## config.mk

```make
export PLATFORM = sky130hd
export DESIGN_NAME = dbr_round
export DESIGN_NICKNAME = d
export VERILOG_FILES = /design/src/rtl/dbr_pkg.sv /design/src/rtl/dbr_round.sv
export SDC_FILE = /design/constraint.sdc
export NUM_CORES = 1
export LEC_CHECK = 0
export ABC_AREA = 1
export BUFFER_PORTS_ARGS = -buffer_cell sky130_fd_sc_hd__buf_2
export CAP_MARGIN = 20
export CORE_UTILIZATION = 56
export CTS_BUF_LIST = sky130_fd_sc_hd__clkbuf_8
export DETAILED_ROUTE_END_ITERATION = 8
export HOLD_SLACK_MARGIN = 0.12
export PLACE_DENSITY = 0.95
export SLEW_MARGIN = 30
export SYNTH_ARGS = -nofsm -noshare
export SYNTH_HDL_FRONTEND = slang
export SYNTH_SLANG_ARGS = --single-unit
```

## constraint.sdc

```tcl
create_clock -name clk -period 1.8 [get_ports clk]
set_input_delay 0.09 -clock clk [delete_from_list [all_inputs] [get_ports clk]]
set_output_delay 0.09 -clock clk [all_outputs]
set_load 0.03 [all_outputs]
```

## src/rtl/dbr_pkg.sv

```systemverilog
// Shared types, constants and status codes for the decimal rounding pipeline.
`timescale 1ns / 1ps
package dbr_pkg;

	// Largest scale that the block accepts.
	localparam int MAX_SCALE = 28;
	// One pipeline stage for each 32-bit word of each divide-by-ten pass.
	localparam int WORDS = 3;
	localparam int NUM_STEPS = MAX_SCALE * WORDS;

	// Reciprocal of ten, scaled by 2^35, rounded up.
	localparam logic [31:0] RECIP10 = 32'hCCCC_CCCD;
	localparam int RECIP_SHIFT = 35;
	// floor(2^32 / 10); 2^32 mod 10 is 6.
	localparam logic [28:0] CHUNK_Q = 29'd429496729;
	localparam logic [3:0] CHUNK_R = 4'd6;

	localparam logic [3:0] DIGIT_HALF = 4'd5;

	localparam logic [1:0] ST_OK = 2'd0;
	localparam logic [1:0] ST_RANGE = 2'd1;
	localparam logic [1:0] ST_OVF = 2'd2;

	typedef struct packed {
		logic [63:0] mantissa_low;
		logic [31:0] mantissa_high;
		logic [7:0] scale_in;
		logic [4:0] tgt_scale;
	} req_t;

	typedef struct packed {
		logic [63:0] mantissa_low_out;
		logic [31:0] mantissa_high_out;
		logic [7:0] scale_out;
		logic [1:0] status;
	} rsp_t;

	// Work carried down the pipeline with each item.
	typedef struct packed {
		logic [95:0] mant;
		logic [7:0] scale;
		logic [4:0] target;
		logic [4:0] steps;
		logic bypass;
		logic [1:0] status;
		logic [3:0] rem;
		logic [3:0] last;
		logic sticky;
	} stage_t;

endpackage

```

## src/rtl/dbr_round.sv

```systemverilog
// Final half-to-even rounding step and the result register.
`timescale 1ns / 1ps
module dbr_round (
	input logic clk,
	input logic arst_n,
	input logic adv,
	input logic vld,
	input dbr_pkg::stage_t din,
	output logic rsp_valid,
	output dbr_pkg::rsp_t rsp
);

	logic up;
	logic [96:0] sum;
	dbr_pkg::rsp_t nxt;
	logic vld_q;
	dbr_pkg::rsp_t rsp_q;

	always_comb begin
		up = (din.last > dbr_pkg::DIGIT_HALF) || ((din.last == dbr_pkg::DIGIT_HALF)
			&& (din.sticky || din.mant[0]));
		sum = {1'b0, din.mant} + {96'd0, up};
		if (din.bypass) begin
			nxt.mantissa_low_out = din.mant[63:0];
			nxt.mantissa_high_out = din.mant[95:64];
			nxt.scale_out = din.scale;
			nxt.status = din.status;
		end else begin
			nxt.mantissa_low_out = sum[63:0];
			nxt.mantissa_high_out = sum[95:64];
			nxt.scale_out = {3'd0, din.target};
			nxt.status = sum[96] ? dbr_pkg::ST_OVF : dbr_pkg::ST_OK;
		end
	end

	always_ff @(posedge clk or negedge arst_n) begin
		if (!arst_n) begin
			vld_q <= 1'b0;
		end else if (adv) begin
			vld_q <= vld;
		end
	end

	always_ff @(posedge clk) begin
		if (adv) begin
			rsp_q <= nxt;
		end
	end

	assign rsp_valid = vld_q;
	assign rsp = rsp_q;

endmodule

```

==> results_dict.tcl, run 1 <==
set metrics [dict create \
    synth_top_family_by_area "simple AND/OR/NAND/NOR gates" \
    synth_xor_area_share_pct 7.50 \
    synth_common_cells "nand2_1 (301), nor2_1 (154), edfxtp_1 (106)" \
    failed_stage "5_1_grt" \
    tool.error "[ERROR GRT-0232] Routing congestion too high. Check the congestion heatmap in the GUI." \
    yosysTopAreaCell "edfxtp_1" \
    placed_cells 1289 \
    status "stopped before the end" \
    synthAdderAreaFrac_pct 0.369 \
    synth_edf_count 106 \
    postPlaceCellArea_um2 8520 \
    synth_compound_gate_area_share_pct 0.443 \
    ys.warnings.count 0 \
    synth_area_leaders "edfxtp_1 (47%), nand2_1 (17%), nor2_1 (8.5%), inv_1 (5.0%), nand3_1 (3.9%)" \
    cts-root-buf "clkbuf_8" \
    rows 39 \
    yosysSeqAreaShare_pct 47.3 \
    synthSimpleGateAreaFrac_pct 38.9 \
    io_buffer_count 227 \
    worstEndpointGrtRepair "rsp[16]$_DFFE_PP_/D" \
    syn_nets 999 \
    gr-usage-all-layers_pct 75.0 \
    die_h_um 112 \
    synth_area_um2 6780 \
    synth_top_area_share_pct 47.0 \
    ys_types 24 \
    yosysMostFrequentCell "nand2_1" \
    initial_utilization_pct 58.3 \
    io_pins 237 \
    cts_made_buffers 9 \
    synthMuxAreaShare_pct 0.166 \
    ys_async_sr_fraction_pct 0.935 \
    grt_max_degree 37 \
    clkSinkCount 107 \
    ys_ff_latch 107 \
    htree_levels 3 \
    dpl.hpwl_um 19100 \
    chipWidth_um 112 \
    synth.avg_cell_area_um2 7.81 \
    clk_path_buf_depth 2 \
    synth_ff_type "edfxtp_1" \
    overflow 5 \
    gp_congestion 0.985 \
    netlist_instances 867 \
    worstEndpointType "register input" \
]
-- layer usage --
metal | GRT overflow | global-route usage, %
met5 | 0 | 32.5
met4 | 3 | 78.0
met3 | 0 | 59.7
met2 | 2 | 93.5
met1 | 0 | 71.7
-- cells by family after synthesis --
logic type	after synthesis
and+or+nand+nor	598
muxes	1
xor gates and xnor gates	58
adders and majority gates	2
AOI/OAI and AO/OA	6
buffers and inverters	95
DFF	107
-- metrics by stage --
step	setup slack [ps]	TNS (ps)
floorplan	2.88	0
global placement	-330	-9150
detailed placement	-434	-18420
CTS	0.548	0
-- what timing repair did --
action / CTS
setup buffers: 2
resized for setup: 2
setup endpoints to repair: 2
hold buffers: 113
hold endpoints to repair: 107
==> run 2, diff against run 1 <==
CORE_UTILIZATION = 40   (was 56)
CTS_BUF_LIST = not set   (was sky130_fd_sc_hd__clkbuf_8)
HOLD_SLACK_MARGIN = not set   (was 0.12)
PLACE_DENSITY = not set   (was 0.95)
PLACE_DENSITY_LB_ADDON = 0.15   (was not set)
==> run 2 against run 1 <==
Compared with the run above: the run now ends clean; synthesized cell count is the same; synthesized area is the same.
==> results_dict.tcl, run 2 <==
set metrics [dict create \
    status "complete, no violations" \
    ff2ff_setup_slack_ps 1070 \
    critPathKind "in -> reg" \
    synth_ff_type "edfxtp_1" \
    r2r-start "rsp_valid" \
    layout.cells.most_common "nand2_1" \
    synth_edf_count 106 \
    slew-limit-headroom_pct 72.1 \
    rows 47 \
    layout_common_cells "nand2_1 (301), buf_2 (225), nor2_1 (152)" \
    largest_reg_flops 106 \
    ys_ff_latch 107 \
    pwr-share-clk_pct 33.7 \
    yosysSeqAreaShare_pct 47.3 \
    p_sw_share_pct 29.1 \
    wl_um 23200 \
    hold_start "din[24]" \
    postPlaceCellArea_um2 8680 \
    syn_to_final_growth_pct 35.1 \
    switchingPower_mw 1.88 \
    grt_pass1_vias 6368 \
    slew_violations 0 \
    drive_above_1_share_pct 29.9 \
    drt.antenna.violating_nets 0 \
    htree_levels 3 \
    utilization_pct 55.2 \
    worst_ir_drop_vdd_mv 0.450 \
    die_h_um 132 \
    clkSinkCount 107 \
    io_pins 237 \
    setup_viol 0 \
    seqCellArea_um2 3210 \
    grt_max_degree 64 \
    multi_input_area_um2 3280 \
    gp_congestion 0.946 \
    io_buffer_count 227 \
    powerDensity_nw_per_um2 705 \
    synth_common_cells "nand2_1 (301), nor2_1 (154), edfxtp_1 (106)" \
    end_kind "flip-flop" \
    overflow 0 \
    fin_crit_sh_pct 92.6 \
    synth.avg_cell_area_um2 7.81 \
    core_um2 16600 \
    avgViaCountPerCell 4.88 \
    yosysMostFrequentCell "nand2_1" \
    critical_path_peak_fanout 6 \
    gr-usage-all-layers_pct 26.5 \
    rsz0062_at_grt "false" \
    synth_area_um2 6780 \
    netlist_instances 867 \
    chipWidth_um 132 \
    critPathLaunch "din[0]" \
    worst_slack_ps 133 \
    worstSetupStartpointType "input port" \
    worst_pin_slew_ps 415 \
    synth_top_area_share_pct 47.0 \
    r2r_cells 1 \
    cp.required_ps 1910 \
    cts_tree "yes" \
    clk_latency_ps 350 \
    drc_errors 0 \
    post-route-min-period_ps 1670 \
    dpl.hpwl_um 19300 \
    wl_per_cell_um 16.6 \
    setup_tns_ps 0 \
    ys_types 24 \
    antenna_found_initial 1 \
    cts-root-buf "clkbuf_16" \
    initial_utilization_pct 40.9 \
    cts_made_buffers 9 \
    dr.pass1.iters 5 \
    grt_pass1_wl_um 34700 \
    ys_async_sr_fraction_pct 0.935 \
    maxCapViolCount 0 \
    ys.warnings.count 0 \
    path_clk_slew_ps 80 \
    hold_viol_final 0 \
    p_leak_nw 4.04 \
    min_to "rsp[4]" \
    preCtsSetupSlack_ps -358 \
    yosysTopAreaCell "edfxtp_1" \
    die_area_um2 17500 \
    first_iter_violations 507 \
    hp-class "in -> reg" \
    r2r-end "rsp_valid" \
    clk_path_buf_depth 2 \
    finalInstanceArea_um2 9150 \
    combinationalPowerShare_pct 19.6 \
    seqPwrFrac_pct 46.7 \
    clock_skew_ps 0 \
    syn_nets 999 \
    arrival_ps 1780 \
    p_int_mw 4.58 \
    fill_cells 1657 \
    fin_nets 1305 \
    timing.fmax_mhz 600 \
    vias 6828 \
    synth_area_leaders "edfxtp_1 (47%), nand2_1 (17%), nor2_1 (8.5%), inv_1 (5.0%), nand3_1 (3.9%)" \
    min_delay_path_depth 3 \
]
[run 2: cell counts after synthesis]
No cell type changed its count.
[run 2: power by group through the flow]
stage / combinational (mW) / sequential [mW] / clock (mW)
3_5_place_dp: 1.24 / 3.07 / 0
2_1_floorplan: 0.252 / 3.48 / 0
5_1_grt: 1.35 / 3.03 / 2.28
6_report: 1.26 / 3.01 / 2.17
3_3_place_gp: 1.23 / 3.07 / 0
4_1_cts: 1.25 / 3.02 / 2.21
[run 2: worst max-delay path, stage by stage]
cell and delay [ps]:
buf_2 90, o21ai_2 50, nand2_1 70, a21oi_2 50
inv_2 60, ha_4 160, ha_4 150, nand2_4 60
nor2_4 200, nand2_4 100, nor2_8 200, nand3_2 100
nor2_2 210, nand2_1 80, nand2_1 60, nand2_1 50
[run 2: area by class of cell]
class | count | share of cell area, %
Clock buffer | 11 | 2.54
Sequential cell | 107 | 35.0
Clock inverter | 5 | 0.929
Inverter | 93 | 3.81
Antenna cell | 1 | 0.0273
Timing Repair Buffer | 297 | 18.8
Tap cell | 220 | 3.01
Multi-Input combinational cell | 665 | 35.8
[run 2: repair_timing]
action	CTS	global route
setup buffers	0	3
setup endpoints to repair	0	32
hold buffers	5	0
endpoints found under the hold margin	5	0
gates resized for setup	0	19
[run 2: kinds of logic (layout without fill, tap and decap cells)]
family | count (synthesis) | after routing | synth area share [%]
and+or+nand+nor | 598 | 598 | 38.9
DFF | 107 | 107 | 47.3
buffers and inverters | 95 | 406 | 5.26
xor gates and xnor gates | 58 | 58 | 7.50
AOI/OAI and AO/OA | 6 | 6 | 0.443
adders and majority gates | 2 | 2 | 0.369
muxes | 1 | 1 | 0.166
other | 0 | 1 | 0
[run 2: worst max-delay path by stage]
stage                    to  slack [ps]  cells past startpoint
finish              rsp[38]         130                     16
global route        rsp[20]           5                     14
CTS                 rsp[12]          20                     14
detailed placement  rsp[20]        -360                     14
global placement    rsp[36]        -320                     16
floorplan           rsp[10]           3                     15
[run 2: per-layer routing]
layer	routed length, µm	global-route usage, %	part of all wire [%]	vias to the layer above
met5	0	0	0	-
li1	-	-	-	3402
met3	1740	3.73	7.5	23
met4	376	8.33	1.6	0
met2	10400	42.3	45	304
met1	10700	37.2	46	3099
[run 2: metrics by stage]
stage	total power, mW	std cells	hold WS, ps
floorplan	3.74	867	-206
global placement	4.31	1374	-136
detailed placement	4.31	1374	-131
CTS	6.48	1395	1.21
global route	6.67	1399	22.6
finish	6.45	1399	5.03
Power figures use the tool's default switching activity.
==> run 3, diff against run 2 <==
ABC_AREA = 0   (was 1)
CORE_UTILIZATION = 52   (was 40)
==> run 3 against run 2 <==
Compared with the run above: the run now ends with setup timing left; clock power shrank 30%; fmax fell by 7.4%; sequential power is essentially flat; flip-flop and latch count stayed put; cell count down 33%; via count is 26% lower.
==> results_dict.tcl, run 3 <==
set metrics [dict create \
    status "finished with violations" \
    violations "setup timing" \
    critical_path_peak_fanout 3 \
    synth_edf_count 106 \
    htree_levels 3 \
    grt_pass1_wl_um 23100 \
    combinationalPowerShare_pct 20.8 \
    setup_viol 1 \
    io_buffer_count 227 \
    r2r_cells 1 \
    synth.avg_cell_area_um2 11.9 \
    powerDensity_nw_per_um2 699 \
    clk_path_buf_depth 2 \
    fin_crit_sh_pct 100 \
    die_h_um 105 \
    grt_pass1_vias 4788 \
    layout_common_cells "buf_2 (224), edfxtp_1 (106), buf_4 (80)" \
    gr-usage-all-layers_pct 27.4 \
    post-route-min-period_ps 1800 \
    ys_types 34 \
    worst_pin_slew_ps 457 \
    slowest_stage "nor4_1" \
    arrival_ps 1920 \
    p_leak_nw 3.52 \
    syn_nets 596 \
    chipWidth_um 105 \
    slowest_delay_ps 380 \
    antenna_found_initial 0 \
    drive_above_1_share_pct 47.8 \
    end_kind "flip-flop" \
    setup_tns_ps -0.762 \
    layout.cells.most_common "buf_2" \
    cts_tree "yes" \
    switchingPower_mw 1.69 \
    finalInstanceArea_um2 8180 \
    maxCapViolCount 0 \
    largest_reg_flops 106 \
    io_pins 237 \
    p_sw_share_pct 29.6 \
    drc_errors 0 \
    clkSinkCount 107 \
    preCtsSetupSlack_ps -408 \
    drt.antenna.violating_nets 0 \
    crit_top_cell "buf_6" \
    ys.warnings.count 0 \
    rows 37 \
    worstSetupStartpointType "input port" \
    yosysMostFrequentCell "edfxtp_1" \
    syn_to_final_growth_pct 48.2 \
    cts-root-buf "clkbuf_8" \
    ys_async_sr_fraction_pct 0.935 \
    timing.fmax_mhz 555 \
    insertedDiodeCount 0 \
    cp.required_ps 1920 \
    path_clk_slew_ps 110 \
    cp_cell_sequence "buf_6 -> o21a_1 -> o21ai_1 -> nand2b_1 -> ha_2 -> ha_4 -> nand3b_1 -> nor3_4 -> buf_6 -> nand4_1 -> nor4_1 -> xnor2_1" \
    finalNonFillerCells 939 \
    synth_area_leaders "edfxtp_1 (58%), xor2_1 (9.0%), xnor2_1 (5.9%), nor4_1 (3.6%), nand3_1 (3.3%)" \
    grt_max_degree 60 \
    hp-class "in -> reg" \
    die_area_um2 11000 \
    core_um2 10300 \
    clock_skew_ps 0 \
    yosysSeqAreaShare_pct 58.1 \
    postPlaceCellArea_um2 7650 \
    overflow 0 \
    fin_nets 930 \
    gp_congestion 0.917 \
    netlist_instances 464 \
    vias 5020 \
    seqPwrFrac_pct 52.6 \
    p_int_mw 4.03 \
    wl_um 15600 \
    worst_slack_ps -0.762 \
    slew-limit-headroom_pct 69.2 \
    placed_cells 905 \
    initial_utilization_pct 53.5 \
    critPathKind "in -> reg" \
    pwr-share-clk_pct 26.6 \
    wl_per_cell_um 16.6 \
    yosysTopAreaCell "edfxtp_1" \
    avgViaCountPerCell 5.35 \
    min_delay_path_depth 2 \
    hold_viol_final 0 \
    rsz0062_at_grt "true" \
    first_iter_violations 270 \
    slew_violations 0 \
    synth_top_area_share_pct 57.6 \
    synth_area_um2 5520 \
    cts_made_buffers 9 \
    synth_common_cells "edfxtp_1 (106), xor2_1 (57), xnor2_1 (37)" \
    dpl.hpwl_um 11600 \
    ys_ff_latch 107 \
    synth_ff_type "edfxtp_1" \
    dr.pass1.iters 5 \
    clk_latency_ps 380 \
    worst_ir_drop_vdd_mv 0.553 \
]
[run 3: cell types whose count changed after synthesis, sizes merged, moves of 6 or more]
cell | before | now
mux2 | 1 | 8
nor2 | 178 | 29
and3 | 0 | 10
nand3b | 18 | 1
xnor2 | 30 | 37
nor4 | 1 | 36
nand4 | 19 | 25
nand2 | 305 | 34
inv | 93 | 20
nor3 | 10 | 33
nand3 | 60 | 40
xor2 | 28 | 57
[run 3: cell type report]
type / instances / area, µm²
well taps: 136 / 170
multi-input cells: 329 / 2460
fillers: 652 / 2140
repair buffers: 331 / 2070
clock inverters: 7 / 73.8
inverters: 20 / 75.1
clock buffers: 9 / 124
flip-flops and latches: 107 / 3210
[run 3: kinds of logic (layout without fill, tap and decap cells)]
logic type,count (synthesis),count (layout),share of synthesized area (%)
muxes,8,8,1.63
buffers and inverters,28,367,2.02
xor gates and xnor gates,94,94,14.9
and+or+nand+nor,222,222,22.5
AOI/OAI and AO/OA,3,3,0.385
DFF,107,107,58.1
adders and majority gates,2,2,0.453
[run 3: through the flow]
stage / util [%] / hold slack (ps) / total power [mW]
CTS: 76.9 / 1.48 / 5.71
finish: 79.3 / 10.3 / 5.72
global placement: 74.1 / -136 / 4.19
global route: 79.3 / 3.98 / 5.90
detailed placement: 74.1 / -133 / 4.22
floorplan: - / -206 / 3.66
[run 3: power by group through the flow]
stage / Sequential [mW] / Combinational, mW / Clock, mW
2_1_floorplan: 3.48 / 0.174 / 0
3_3_place_gp: 3.06 / 1.13 / 0
3_5_place_dp: 3.07 / 1.15 / 0
4_1_cts: 3.01 / 1.17 / 1.53
5_1_grt: 3.03 / 1.25 / 1.62
6_report: 3.01 / 1.19 / 1.52
[run 3: path summary, 6_finish.rpt]
check	startpoint	endpoint	slack [ps]
max reg2reg	rsp_valid	rsp_valid	1060
min reg2reg	rsp_valid	rsp_valid	510
min in group asynchronous	arst_n	rsp_valid	540
min	din[24]	rsp[4]	10
max in group asynchronous	arst_n	rsp_valid	1160
max	din[0]	rsp[36]	-0.8
[run 3: layer usage]
metal  global-route usage [%]  wire length [µm]  share of wire (%)
met5                        0                 0                  0
met4                     10.5               342                2.2
met3                     5.05              1020                6.5
met2                     49.0              8030                 52
met1                     32.6              6170                 40
[run 3: critical path: cells and delay by family]
kind	cells	cell delay (ps)
adders and majority gates	2	330
AOI/OAI and AO/OA	2	160
and+or+nand+nor	5	1020
buffers and inverters	2	210
xor gates and xnor gates	1	110
[run 3: what timing repair did]
action                     in CTS  in global routing
buffers inserted                0                  3
gates resized for setup         0                 26
pin swaps                       1                 10
gates cloned                    0                  2
setup endpoints to repair       1                 34
hold endpoints to repair        8                  2
hold buffers                    9                  4
